### src/midpoint_circle_rasterizer_core_defines.svh
// Assertion macros for the midpoint circle rasterizer.
// No dependencies; included by the top level.
`ifndef MIDPOINT_CIRCLE_RASTERIZER_CORE_DEFINES_SVH
`define MIDPOINT_CIRCLE_RASTERIZER_CORE_DEFINES_SVH
`ifndef NO_ASSERTIONS
`define MCR_ASSERT_IMPL(label, clk, rst_n, ante, cons) \
    label: assert property (@(posedge clk) disable iff (!rst_n) (ante) |-> (cons)) \
    else $error("assertion failed");
`define MCR_ASSERT_NEXT(label, clk, rst_n, ante, cons) \
    label: assert property (@(posedge clk) disable iff (!rst_n) (ante) |=> (cons)) \
    else $error("assertion failed");
`else
`define MCR_ASSERT_IMPL(label, clk, rst_n, ante, cons)
`define MCR_ASSERT_NEXT(label, clk, rst_n, ante, cons)
`endif
`endif

### src/mcr_pkg.sv
// Shared widths, constants and the step record of the circle rasterizer.
// No dependencies.
package mcr_pkg;
    localparam int COORD_BITS = 10;
    localparam int OUT_BITS   = COORD_BITS + 2;
    localparam int OFF_BITS   = COORD_BITS + 2;
    localparam int DEC_BITS   = COORD_BITS + 4;
    localparam int COL_BITS   = 8;
    localparam int PIX_PER_STEP = 8;
    localparam int IDX_BITS   = $clog2(PIX_PER_STEP);
    localparam int QDEPTH     = 2;
    localparam int QPTR_BITS  = $clog2(QDEPTH);
    localparam int QCNT_BITS  = $clog2(QDEPTH + 1);

    localparam logic KIND_START = 1'b0;
    localparam logic KIND_STEP  = 1'b1;

    typedef struct packed {
        logic [COORD_BITS-1:0]    cx;
        logic [COORD_BITS-1:0]    cy;
        logic signed [OFF_BITS-1:0] xo;
        logic signed [OFF_BITS-1:0] yo;
        logic [COL_BITS-1:0]      colour;
        logic                     done;
    } t_step;
endpackage

### src/mcr_front.sv
// Front end: accepts items, holds circle state, emits step records.
// Depends on mcr_pkg.
module mcr_front (
    input  logic                        i_clk,
    input  logic                        i_rst_n,
    input  logic                        i_accept,
    input  logic                        i_kind,
    input  logic [mcr_pkg::COORD_BITS-1:0] i_center_x,
    input  logic [mcr_pkg::COORD_BITS-1:0] i_center_y,
    input  logic [mcr_pkg::COORD_BITS-1:0] i_radius,
    input  logic [mcr_pkg::COL_BITS-1:0]   i_colour,
    output logic                        o_push,
    output mcr_pkg::t_step              o_step,
    output logic                        o_active
);
    import mcr_pkg::*;

    logic                       r_active;
    logic [COORD_BITS-1:0]      r_cx;
    logic [COORD_BITS-1:0]      r_cy;
    logic [COL_BITS-1:0]        r_colour;
    logic signed [OFF_BITS-1:0] r_xo, n_xo;
    logic signed [OFF_BITS-1:0] r_yo, n_yo;
    logic signed [DEC_BITS-1:0] r_dec, n_dec;
    logic signed [DEC_BITS-1:0] xo4, yo4, dec_init;
    logic                       n_done;

    always_comb begin
        xo4 = signed'(DEC_BITS'(r_xo)) <<< 2;
        yo4 = signed'(DEC_BITS'(r_yo)) <<< 2;
        dec_init = DEC_BITS'(3) - (signed'(DEC_BITS'(i_radius)) <<< 1);
        if (r_dec <= 0) begin
            n_dec = r_dec + xo4 + DEC_BITS'(6);
            n_yo  = r_yo;
        end else begin
            n_dec = r_dec + xo4 - yo4 + DEC_BITS'(10);
            n_yo  = r_yo - OFF_BITS'(1);
        end
        n_xo   = r_xo + OFF_BITS'(1);
        n_done = n_xo > n_yo;
    end

    assign o_push        = i_accept && (i_kind == KIND_STEP) && r_active;
    assign o_step.cx     = r_cx;
    assign o_step.cy     = r_cy;
    assign o_step.xo     = r_xo;
    assign o_step.yo     = r_yo;
    assign o_step.colour = r_colour;
    assign o_step.done   = n_done;
    assign o_active      = r_active;

    always_ff @(posedge i_clk) begin
        if (!i_rst_n) begin
            r_active <= 1'b0;
        end else if (i_accept && i_kind == KIND_START) begin
            r_active <= 1'b1;
        end else if (o_push && n_done) begin
            r_active <= 1'b0;
        end
    end

    always_ff @(posedge i_clk) begin
        if (i_accept && i_kind == KIND_START) begin
            r_cx     <= i_center_x;
            r_cy     <= i_center_y;
            r_colour <= i_colour;
            r_xo     <= '0;
            r_yo     <= signed'(OFF_BITS'(i_radius));
            r_dec    <= dec_init;
        end else if (o_push) begin
            r_xo  <= n_xo;
            r_yo  <= n_yo;
            r_dec <= n_dec;
        end
    end
endmodule

### src/mcr_queue.sv
// Short queue of step records between front and back end.
// Depends on mcr_pkg.
module mcr_queue (
    input  logic           i_clk,
    input  logic           i_rst_n,
    input  logic           i_push,
    input  mcr_pkg::t_step i_data,
    output logic           o_full,
    input  logic           i_pop,
    output logic           o_valid,
    output mcr_pkg::t_step o_data
);
    import mcr_pkg::*;

    t_step                r_mem [QDEPTH];
    logic [QPTR_BITS-1:0] r_wr, r_rd;
    logic [QCNT_BITS-1:0] r_cnt;
    logic                 do_push, do_pop;

    assign o_full  = r_cnt == QCNT_BITS'(QDEPTH);
    assign o_valid = r_cnt != '0;
    assign o_data  = r_mem[r_rd];
    assign do_push = i_push && !o_full;
    assign do_pop  = i_pop && o_valid;

    always_ff @(posedge i_clk) begin
        if (!i_rst_n) begin
            r_wr  <= '0;
            r_rd  <= '0;
            r_cnt <= '0;
        end else begin
            if (do_push) begin
                r_wr <= (r_wr == QPTR_BITS'(QDEPTH - 1)) ? '0 : r_wr + 1'b1;
            end
            if (do_pop) begin
                r_rd <= (r_rd == QPTR_BITS'(QDEPTH - 1)) ? '0 : r_rd + 1'b1;
            end
            r_cnt <= r_cnt + QCNT_BITS'(do_push) - QCNT_BITS'(do_pop);
        end
    end

    always_ff @(posedge i_clk) begin
        if (do_push) begin
            r_mem[r_wr] <= i_data;
        end
    end
endmodule

### src/mcr_back.sv
// Back end: expands one step record into eight pixels in an output register.
// Depends on mcr_pkg.
module mcr_back (
    input  logic                         i_clk,
    input  logic                         i_rst_n,
    input  logic                         i_q_valid,
    input  mcr_pkg::t_step               i_q_data,
    output logic                         o_q_pop,
    input  logic                         i_pop,
    output logic                         o_empty,
    output logic signed [mcr_pkg::OUT_BITS-1:0] o_pixel_x,
    output logic signed [mcr_pkg::OUT_BITS-1:0] o_pixel_y,
    output logic [mcr_pkg::COL_BITS-1:0] o_pixel_colour,
    output logic                         o_last_of_step,
    output logic                         o_circle_done
);
    import mcr_pkg::*;

    t_step                      r_cur;
    logic                       r_busy;
    logic [IDX_BITS-1:0]        r_idx;
    logic                       r_ovalid;
    logic signed [OUT_BITS-1:0] r_px, r_py;
    logic [COL_BITS-1:0]        r_col;
    logic                       r_last, r_done;
    logic                       out_adv, idx_last;
    logic signed [OFF_BITS-1:0] off_a, off_b;
    logic signed [OUT_BITS-1:0] base_x, base_y, n_px, n_py;

    assign out_adv  = !r_ovalid || i_pop;
    assign idx_last = r_idx == IDX_BITS'(PIX_PER_STEP - 1);
    assign o_q_pop  = i_q_valid && (!r_busy || (out_adv && idx_last));

    always_comb begin
        off_a  = r_idx[IDX_BITS-1] ? r_cur.yo : r_cur.xo;
        off_b  = r_idx[IDX_BITS-1] ? r_cur.xo : r_cur.yo;
        base_x = signed'(OUT_BITS'(r_cur.cx));
        base_y = signed'(OUT_BITS'(r_cur.cy));
        n_px   = r_idx[0] ? base_x - off_a : base_x + off_a;
        n_py   = (r_idx[0] ^ r_idx[1]) ? base_y - off_b : base_y + off_b;
    end

    always_ff @(posedge i_clk) begin
        if (!i_rst_n) begin
            r_busy   <= 1'b0;
            r_idx    <= '0;
            r_ovalid <= 1'b0;
        end else begin
            if (out_adv) begin
                r_ovalid <= r_busy;
            end
            if (o_q_pop) begin
                r_busy <= 1'b1;
                r_idx  <= '0;
            end else if (out_adv && r_busy) begin
                r_idx <= r_idx + 1'b1;
                if (idx_last) begin
                    r_busy <= 1'b0;
                end
            end
        end
    end

    always_ff @(posedge i_clk) begin
        if (o_q_pop) begin
            r_cur <= i_q_data;
        end
        if (out_adv && r_busy) begin
            r_px   <= n_px;
            r_py   <= n_py;
            r_col  <= r_cur.colour;
            r_last <= idx_last;
            r_done <= idx_last && r_cur.done;
        end
    end

    assign o_empty        = !r_ovalid;
    assign o_pixel_x      = r_px;
    assign o_pixel_y      = r_py;
    assign o_pixel_colour = r_col;
    assign o_last_of_step = r_last;
    assign o_circle_done  = r_done;
endmodule

### src/midpoint_circle_rasterizer_core.sv
// Midpoint circle rasterizer with eight-way symmetry, top level.
// Depends on mcr_pkg, mcr_front, mcr_queue, mcr_back and the defines header.
//
// Usage: items enter through a queue-style port (push, full). A start item
// (kind 0) loads centre, radius and colour and yields nothing. A step item
// (kind 1) while a circle runs yields eight pixels; a step while idle is
// dropped. Pixels leave through a queue-style port (empty, pop): the
// oldest pixel sits on the ports while empty is low.
// Latency: a step accepted into an idle block passes the step queue entry,
// the expander's step register and then its output register. Throughput:
// one pixel per cycle while pop is high, set by the single output register.
// Start items and queued steps are taken every cycle while full is low;
// the front computes the next offsets in the cycle of acceptance and a
// two-entry step queue buffers records for the expander.
// Reset: no circle is active and both queues are empty.
// Stall: while pop is low the current pixel holds, the expander stops, the
// step queue fills and then full rises.
`include "midpoint_circle_rasterizer_core_defines.svh"
module midpoint_circle_rasterizer_core (
    input  logic                         i_clk,
    input  logic                         i_rst_n,
    input  logic                         push,
    output logic                         full,
    input  logic                         i_kind,
    input  logic [mcr_pkg::COORD_BITS-1:0] i_center_x,
    input  logic [mcr_pkg::COORD_BITS-1:0] i_center_y,
    input  logic [mcr_pkg::COORD_BITS-1:0] i_radius,
    input  logic [mcr_pkg::COL_BITS-1:0]   i_colour,
    output logic                         empty,
    input  logic                         pop,
    output logic signed [mcr_pkg::OUT_BITS-1:0] o_pixel_x,
    output logic signed [mcr_pkg::OUT_BITS-1:0] o_pixel_y,
    output logic [mcr_pkg::COL_BITS-1:0] o_pixel_colour,
    output logic                         o_last_of_step,
    output logic                         o_circle_done
);
    import mcr_pkg::*;

    logic   q_push, q_full;
    t_step  push_step, q_data;
    logic   accept, active, q_valid, q_pop;

    assign accept = push && !q_full;
    assign full   = q_full;

    mcr_front u_front (
        .i_clk      (i_clk),
        .i_rst_n    (i_rst_n),
        .i_accept   (accept),
        .i_kind     (i_kind),
        .i_center_x (i_center_x),
        .i_center_y (i_center_y),
        .i_radius   (i_radius),
        .i_colour   (i_colour),
        .o_push     (q_push),
        .o_step     (push_step),
        .o_active   (active)
    );

    mcr_queue u_queue (
        .i_clk   (i_clk),
        .i_rst_n (i_rst_n),
        .i_push  (q_push),
        .i_data  (push_step),
        .o_full  (q_full),
        .i_pop   (q_pop),
        .o_valid (q_valid),
        .o_data  (q_data)
    );

    mcr_back u_back (
        .i_clk          (i_clk),
        .i_rst_n        (i_rst_n),
        .i_q_valid      (q_valid),
        .i_q_data       (q_data),
        .o_q_pop        (q_pop),
        .i_pop          (pop),
        .o_empty        (empty),
        .o_pixel_x      (o_pixel_x),
        .o_pixel_y      (o_pixel_y),
        .o_pixel_colour (o_pixel_colour),
        .o_last_of_step (o_last_of_step),
        .o_circle_done  (o_circle_done)
    );

    `MCR_ASSERT_IMPL(a_done_is_last, i_clk, i_rst_n, !empty && o_circle_done, o_last_of_step)
    `MCR_ASSERT_NEXT(a_start_sets_active, i_clk, i_rst_n, accept && i_kind == KIND_START, active)
    `MCR_ASSERT_NEXT(a_step_contiguous, i_clk, i_rst_n, !empty && pop && !o_last_of_step, !empty)
    `MCR_ASSERT_IMPL(a_idle_step_no_push, i_clk, i_rst_n, !active, !q_push)
endmodule

### config.mk
export PLATFORM = sky130hd
export DESIGN_NAME = midpoint_circle_rasterizer_core
export DESIGN_NICKNAME = d
export VERILOG_FILES = /design/src/mcr_pkg.sv /design/src/mcr_front.sv /design/src/mcr_queue.sv /design/src/mcr_back.sv /design/src/midpoint_circle_rasterizer_core.sv
export VERILOG_INCLUDE_DIRS = /design/src /design/src/src
export SDC_FILE = /design/constraint.sdc
export NUM_CORES = 1
export LEC_CHECK = 0
export ABC_AREA = 0
export BUFFER_PORTS_ARGS = -buffer_cell sky130_fd_sc_hd__buf_4
export CAP_MARGIN = 40
export CORE_UTILIZATION = 27
export CTS_BUF_LIST = sky130_fd_sc_hd__clkbuf_4 sky130_fd_sc_hd__clkbuf_8 sky130_fd_sc_hd__clkbuf_16
export DETAILED_ROUTE_END_ITERATION = 10
export GPL_TIMING_DRIVEN = 1
export PLACE_DENSITY_LB_ADDON = 0.3
export SETUP_SLACK_MARGIN = 0.5
export SYNTH_ARGS = -nofsm -noshare
export SYNTH_HDL_FRONTEND = slang
export SYNTH_SLANG_ARGS = --single-unit
export TNS_END_PERCENT = 1
### constraint.sdc
create_clock -name i_clk -period 5.51 [get_ports i_clk]
set_input_delay 0 -clock i_clk [delete_from_list [all_inputs] [get_ports i_clk]]
set_output_delay 0 -clock i_clk [all_outputs]
set_load 0.01 [all_outputs]
==> results of run 1 <==
==> final cells by class <==
| class | count | area (sq um) | share of cell area |
|---|---|---|---|
| repair buffers | 133 | 1120 | 0.0703 |
| flip-flops and latches | 269 | 7840 | 0.490 |
| well taps | 615 | 769 | 0.0481 |
| clock inverters | 15 | 179 | 0.0112 |
| inverters | 46 | 173 | 0.0108 |
| clock buffers | 43 | 872 | 0.0545 |
| multi-input cells | 658 | 5030 | 0.315 |
==> logic make-up (layout without fill, tap and decap cells) <==
group / Yosys count / in the layout / share of synthesized area
AO/OA/AOI/OAI: 187 / 187 / 0.0902
XOR/XNOR: 96 / 96 / 0.0658
adder cells (fa/ha/maj): 78 / 78 / 0.0761
buffers and inverters: 68 / 237 / 0.0207
flip-flops: 269 / 269 / 0.597
multiplexers: 80 / 80 / 0.0667
AND/OR/NAND/NOR: 217 / 217 / 0.0832
==> stage by stage <==
step / instance area [sq um] / power, mW / util / setup WS (ns)
floorplan: 13100 / 5.13 / - / 1.24
global placement: 14500 / 5.94 / 0.303 / 1.30
detailed placement: 14500 / 6.00 / 0.303 / 1.25
CTS: 16000 / 8.14 / 0.334 / 1.25
global route: 16000 / 8.59 / 0.334 / 0.947
finish: 16000 / 8.02 / 0.334 / 1.27
==> registers in the layout, indices dropped and copies added (netlist names), 2 cells and up <==
register	flops
u_queue.r_mem	106
u_back.r_cur	33
u_front.r_dec	14
u_back.o_pixel_x	12
u_back.o_pixel_y	12
u_front.r_xo	12
u_front.r_yo	12
u_back.base_x	10
u_back.base_y	10
u_front.r_cx	10
u_front.r_cy	10
u_back.o_pixel_colour	8
u_front.r_colour	8
u_back.r_idx	3
u_queue.r_cnt	2
==> power groups by stage <==
stage	clock network (mW)	logic (mW)	registers, mW
after floorplan	0	2.06	3.07
after global placement	0	2.87	3.08
after detailed placement	0	2.91	3.08
after CTS	2.15	2.95	3.04
after global routing	2.23	3.27	3.09
final	2.08	2.90	3.04
==> worst reg2reg max path, cell delays in order, from the launching register on <==
cell	delay (ns)
dfxtp_1	0.40
ha_1	0.27
fa_1	0.41
a21o_1	0.22
a221oi_2	0.29
or2_1	0.15
xnor2_1	0.22
inv_1	0.12
ha_1	0.30
ha_1	0.36
nand3_1	0.09
a211o_1	0.25
a31oi_1	0.18
xnor2_1	0.14
nand2_1	0.08
and4_1	0.18
or3_1	0.33
==> cells in the mapped netlist, types with 4 or more instances <==
| cell | instances |
|---|---|
| nand2_1 | 44 |
| o31ai_1 | 8 |
| a21oi_1 | 58 |
| nand4_1 | 6 |
| a22o_1 | 5 |
| and2_1 | 10 |
| and3_1 | 11 |
| clkbuf_1 | 8 |
| mux2i_1 | 21 |
| o32ai_1 | 4 |
| inv_1 | 45 |
| mux2_2 | 59 |
| o21ai_0 | 44 |
| nand3_1 | 14 |
| a21o_1 | 15 |
| dfxtp_1 | 24 |
| nand2b_1 | 10 |
| xor2_1 | 47 |
| a31oi_1 | 4 |
| nor4_1 | 7 |
| nor2_1 | 68 |
| buf_2 | 5 |
| o21a_1 | 12 |
| edfxtp_1 | 245 |
| xnor2_1 | 46 |
| nor3_1 | 16 |
| o21ai_1 | 5 |
| buf_1 | 8 |
| o211ai_1 | 5 |
| ha_1 | 75 |
| nor2b_1 | 9 |
==> routing by layer <==
| metal | vias to the layer above | wire, um | global-route usage |
|---|---|---|---|
| li1 | 4006 | - | - |
| met1 | 3823 | 13300 | 0.155 |
| met2 | 124 | 13300 | 0.192 |
| met4 | 0 | 577 | 0.0258 |
| met5 | - | 0 | 0 |
| met3 | 36 | 854 | 0.0148 |
==> layout by cell type (no fill, tap or decap), types with 21 or more instances in the layout <==
master         Yosys  routed
mux2i_1           21      21
nand2_1           44      44
buf_4              0      90
mux2_2            59      59
inv_1             45      45
ha_1              75      75
o21ai_0           44      44
edfxtp_1         245     245
xor2_1            47      47
xnor2_1           46      46
dlygate4sd3_1      0      42
nor2_1            68      66
clkbuf_16          0      31
dfxtp_1           24      22
a21oi_1           58      58
==> worst min path at each step <==
| stage | from | end | slack (ns) | depth (start not counted) |
|---|---|---|---|---|
| finish | i_center_y[0] | u_front.r_cy[0] | 0.17 | 2 |
| global route | i_center_y[0] | u_front.r_cy[0] | 0.14 | 2 |
| floorplan | i_colour[0] | u_front.r_colour[0] | 0.1 | 0 |
| CTS | i_center_y[2] | u_front.r_cy[2] | 0.14 | 2 |
| detailed placement | i_center_y[1] | u_front.r_cy[1] | 0.18 | 1 |
| global placement | i_colour[1] | u_front.r_colour[1] | 0.18 | 1 |
==> results.sh, run 1 <==
export IMPL_synth_seq_cells=269
export IMPL_synthArstFlopShare=0
export IMPL_pwr_share_clk=0.259
export IMPL_maxSlewHeadroom=0.507
export IMPL_peakVddDrop_mv=0.237
export IMPL_path_clk_slew_ns=0.06
export IMPL_hold_slack_ns=0.173
export IMPL_endpoint_kind="flip-flop"
export IMPL_setup_viol_count_final=0
export IMPL_vias_per_cell=4.49
export IMPL_grt_pass1_vias=8202
export IMPL_holdBufCountCts=42
export IMPL_drt_first_pass_iters=5
export IMPL_cts_made_buffers=31
export IMPL_dp_hpwl_um=20100
export IMPL_drv_cap=0
export IMPL_yosys_area_top_type="edfxtp_1"
export IMPL_globalRouteOverflowTotal=0
export IMPL_r2r_slack_ns=1.27
export IMPL_reg2reg_from="u_front.r_xo[0]"
export IMPL_drc=0
export IMPL_tns_ns=0
export IMPL_critPathKind="reg2reg"
export IMPL_start_util=0.274
export IMPL_ys_types=65
export IMPL_cellLeakagePower_nw=5.94
export IMPL_grt_max_degree=56
export IMPL_worstPathRequired_ns=5.81
export IMPL_ant_nets=0
export IMPL_wire_per_inst_um=15.8
export IMPL_setup_worst_path_end="u_front.r_dec[13]"
export IMPL_syn_nets=1116
export IMPL_finalHoldViolCount=0
export IMPL_drt_wl_total_um=28100
export IMPL_dr_first_iter_drc_count=396
export IMPL_drive_gt1_frac=0.197
export IMPL_intPower_mw=5.41
export IMPL_power_frac_seq=0.379
export IMPL_cpMostUsedCell="ha_1"
export IMPL_max_freq_mhz=236
export IMPL_cts_tree="done"
export IMPL_skew_ns=0.0125
export IMPL_synth_area_sq_mm=0.0131
export IMPL_cp_num_buf_inv=1
export IMPL_dp_cells=1679
export IMPL_ios=79
export IMPL_die_h_um=222
export IMPL_antenna_cells=0
export IMPL_synthToLayoutAreaGrowth_pct=21.9
export IMPL_cp_max_fo=9
export IMPL_cts_path_max_buffers=3
export IMPL_reg2reg_depth=16
export IMPL_synth_area_leaders="edfxtp_1, ha_1, mux2_2"
export IMPL_post_cts_setup_buffer_count=0
export IMPL_fill_cells=4719
export IMPL_yosysSeqAreaShare=0.597
export IMPL_core_sq_mm=0.0478
export IMPL_period_minus_slack_ns=4.24
export IMPL_comb_power_share=0.362
export IMPL_outcome="completed"
export IMPL_syn_inst=995
export IMPL_cts_root_buf="clkbuf_16"
export IMPL_drv_slew=0
export IMPL_portBuffers=78
export IMPL_crit_chain="ha_1 -> fa_1 -> a21o_1 -> a221oi_2 -> or2_1 -> xnor2_1 -> inv_1 -> ha_1 -> ha_1 -> nand3_1 -> a211o_1 -> a31oi_1 -> xnor2_1 -> nand2_1 -> and4_1 -> or3_1"
export IMPL_synth_top_area_share=0.561
export IMPL_synth_avg_cell_area_sq_um=13.2
export IMPL_cts_sinks=269
export IMPL_std_cell_rows=80
export IMPL_rsz0062_at_grt="false"
export IMPL_cp_arrival_ns=4.54
export IMPL_cp_top_family="adder cells"
export IMPL_crit_slowest_cell="fa_1"
export IMPL_die_area_sq_mm=0.0495
export IMPL_yosys_most_used_dff="edfxtp_1"
export IMPL_antenna_found_initial=0
export IMPL_min_period_over_period=0.769
export IMPL_grt_total_usage=0.114
export IMPL_tightestPinTransition_ns=0.740
export IMPL_fp_dieW_um=222
export IMPL_p_sw_mw=2.61
export IMPL_r2r_end="u_front.r_dec[13]"
export IMPL_startpoint_type="flip-flop"
export IMPL_nets=1260
export IMPL_ctsResizeCount=0
export IMPL_htree_num_levels=1
export IMPL_powerDensity_mw_per_mm2=502
export IMPL_holdCritPathClass="in2reg"
export IMPL_final_cells=1779
export IMPL_place_gp_congestion=0.830
export IMPL_synth_edf_count=245
export IMPL_crit_cells=16
export IMPL_critPathLaunch="u_front.r_xo[0]"
export IMPL_grt_pass1_wl_um=44900
export IMPL_power_share_switching=0.326
export IMPL_critPathMaxStageDelay_ns=0.41
export IMPL_yosysWarnings=0
export IMPL_routed_via_count=7989
export IMPL_clk_latency_ns=0.55
No activity file was read; power rests on OpenSTA's default activity.
==> run 2, diff against run 1 <==
Clock period 5.51 ns to 4.2 ns, I/O delays scaled along.
==> run 2 against run 1 <==
Net effect: flip-flop and latch count unchanged; die area unchanged; highest routed layer unchanged; combinational power increased by 37%; sequential power increased by 31%; global-route usage decreased by 0.16 points; non-clock buffer count increased by 21; register-to-register slack got worse by 0.94 ns.
==> results.sh, run 2 (synthesis results as in run 1) <==
export IMPL_fp_dieW_um=222
export IMPL_setup_worst_path_end="u_front.r_dec[13]"
export IMPL_r2r_slack_ns=0.33
export IMPL_cts_sinks=269
export IMPL_setup_viol_count_final=0
export IMPL_grt_max_degree=55
export IMPL_path_clk_slew_ns=0.06
export IMPL_drt_wl_total_um=28100
export IMPL_drv_cap=0
export IMPL_regMostFlops="u_queue.r_mem"
export IMPL_wire_per_inst_um=15.6
export IMPL_vias_per_cell=4.45
export IMPL_ios=79
export IMPL_tns_ns=0
export IMPL_clk_latency_ns=0.54
export IMPL_dp_hpwl_um=19800
export IMPL_largest_register_ffs=106
export IMPL_reg2reg_from="u_front.r_dec[2]"
export IMPL_globalRouteOverflowTotal=0
export IMPL_power_mw=10.7
export IMPL_maxUsedRoutingLayer="met4"
export IMPL_powerDensity_mw_per_mm2=655
export IMPL_outcome="completed"
export IMPL_layout_commonest_cell="edfxtp_1"
export IMPL_r2r_end="u_front.r_dec[13]"
export IMPL_std_cell_rows=80
export IMPL_grt_total_usage=0.112
export IMPL_met2_length_um=13400
export IMPL_layout_common_cells="edfxtp_1, buf_4, ha_1, nor2_1, mux2_2"
export IMPL_critPathLaunch="u_front.r_dec[2]"
export IMPL_drt_first_pass_iters=5
export IMPL_wl_met1_um=13500
export IMPL_drive_gt1_frac=0.227
export IMPL_cp_arrival_ns=4.16
export IMPL_endpoint_kind="flip-flop"
export IMPL_htree_num_levels=1
export IMPL_startpoint_type="flip-flop"
export IMPL_grt_pass1_wl_um=44200
export IMPL_die_area_sq_mm=0.0495
export IMPL_tightestPinTransition_ns=0.795
export IMPL_reg_top3="u_queue.r_mem: 106 flops, u_back.r_cur: 33 flops, u_front.r_dec: 14 flops"
export IMPL_cts_path_max_buffers=3
export IMPL_max_freq_mhz=258
export IMPL_antenna_found_initial=0
export IMPL_skew_ns=0.0141
export IMPL_final_cells=1798
export IMPL_min_period_over_period=0.922
export IMPL_cp_max_fo=4
export IMPL_nets=1280
export IMPL_cts_made_buffers=30
export IMPL_rsz0062_at_grt="true"
export IMPL_dr_first_iter_drc_count=425
export IMPL_setup_slack_ns=0.328
export IMPL_die_h_um=222
export IMPL_start_util=0.274
export IMPL_worstPathRequired_ns=4.49
export IMPL_core_sq_mm=0.0478
export IMPL_cts_tree="done"
export IMPL_ant_nets=0
export IMPL_synthToLayoutAreaGrowth_pct=24.8
export IMPL_finalHoldViolCount=0
export IMPL_grt_pass1_vias=8019
export IMPL_place_gp_congestion=0.822
export IMPL_utilization=0.342
export IMPL_dp_cells=1690
export IMPL_drv_slew=0
export IMPL_cts_root_buf="clkbuf_16"
export IMPL_critPathKind="reg2reg"
export IMPL_reg2reg_depth=15
export IMPL_portBuffers=78
export IMPL_cellLeakagePower_nw=6.10
export IMPL_routed_via_count=8010
export IMPL_place_ws_ns=0.152
export IMPL_drc=0
export IMPL_peakVddDrop_mv=0.238
export IMPL_antenna_cells=0
export IMPL_maxSlewHeadroom=0.470
export IMPL_met3_length_um=961
export IMPL_period_minus_slack_ns=3.87
export IMPL_holdCritPathClass="in2reg"
-- run 2: changes by cell type in the layout (fill, tap and decap cells not counted), moves of 3 or more --
cell	before	now
a21oi_2	0	3
clkbuf_4	11	5
xnor2_2	2	5
ha_1	75	70
a21oi_1	58	55
ha_4	0	4
xnor2_1	46	43
buf_4	90	108
-- run 2: layout make-up --
| type | count | area [sq um] |
|---|---|---|
| fill | 4666 | 31500 |
| tap | 615 | 769 |
| clock buffer | 40 | 891 |
| clock inverter | 16 | 183 |
| timing repair buffer | 154 | 1310 |
| multi-input combinational | 658 | 5210 |
| inverter | 46 | 173 |
| sequential | 269 | 7840 |
-- run 2: critical path: stages, from the launching register on --
cell      delay, ns
edfxtp_1       0.40
ha_2           0.22
fa_2           0.40
a21o_4         0.24
a21oi_2        0.19
xnor2_2        0.17
ha_1           0.28
ha_1           0.33
o21a_1         0.14
nor2_1         0.06
a211o_1        0.31
a31oi_1        0.18
xnor2_1        0.13
nand2_1        0.08
and4_1         0.19
or3_1          0.30
-- run 2: what timing repair did --
action,4_1_cts,5_1_grt
hold endpoints to repair,63,0
pin swaps,15,13
buffers inserted,8,2
hold buffers,42,0
setup endpoints to repair,4,11
resized for setup,16,11
-- run 2: where the power goes --
part,switching (mW),internal [mW],total [mW]
Sequential,0.264,3.72,3.98
Combinational,2.18,1.79,3.98
Clock,1.03,1.73,2.76
-- run 2: worst min path at each step --
stage / cells past startpoint / to / startpoint
6_report: 2 / u_front.r_colour[4] / i_colour[4]
5_1_grt: 2 / u_front.r_cy[3] / i_center_y[3]
4_1_cts: 2 / u_front.r_colour[4] / i_colour[4]
3_5_place_dp: 1 / u_front.r_cx[7] / i_center_x[7]
3_3_place_gp: 1 / u_front.r_colour[6] / i_colour[6]
2_1_floorplan: 0 / u_front.r_colour[0] / i_colour[0]
-- run 2: per-layer routing --
layer  track usage  vias to the layer above
met4        0.0189                        0
met1         0.153                     3824
met3        0.0160                       19
met5             0                        -
met2         0.191                      125
li1              -                     4042
-- run 2: metrics by stage --
stage               area, sq um  hold slack [ns]
floorplan                 13100           0.0989
global placement          14600            0.178
detailed placement        14600            0.179
CTS                       16300            0.147
global route              16400            0.158
finish                    16400            0.181
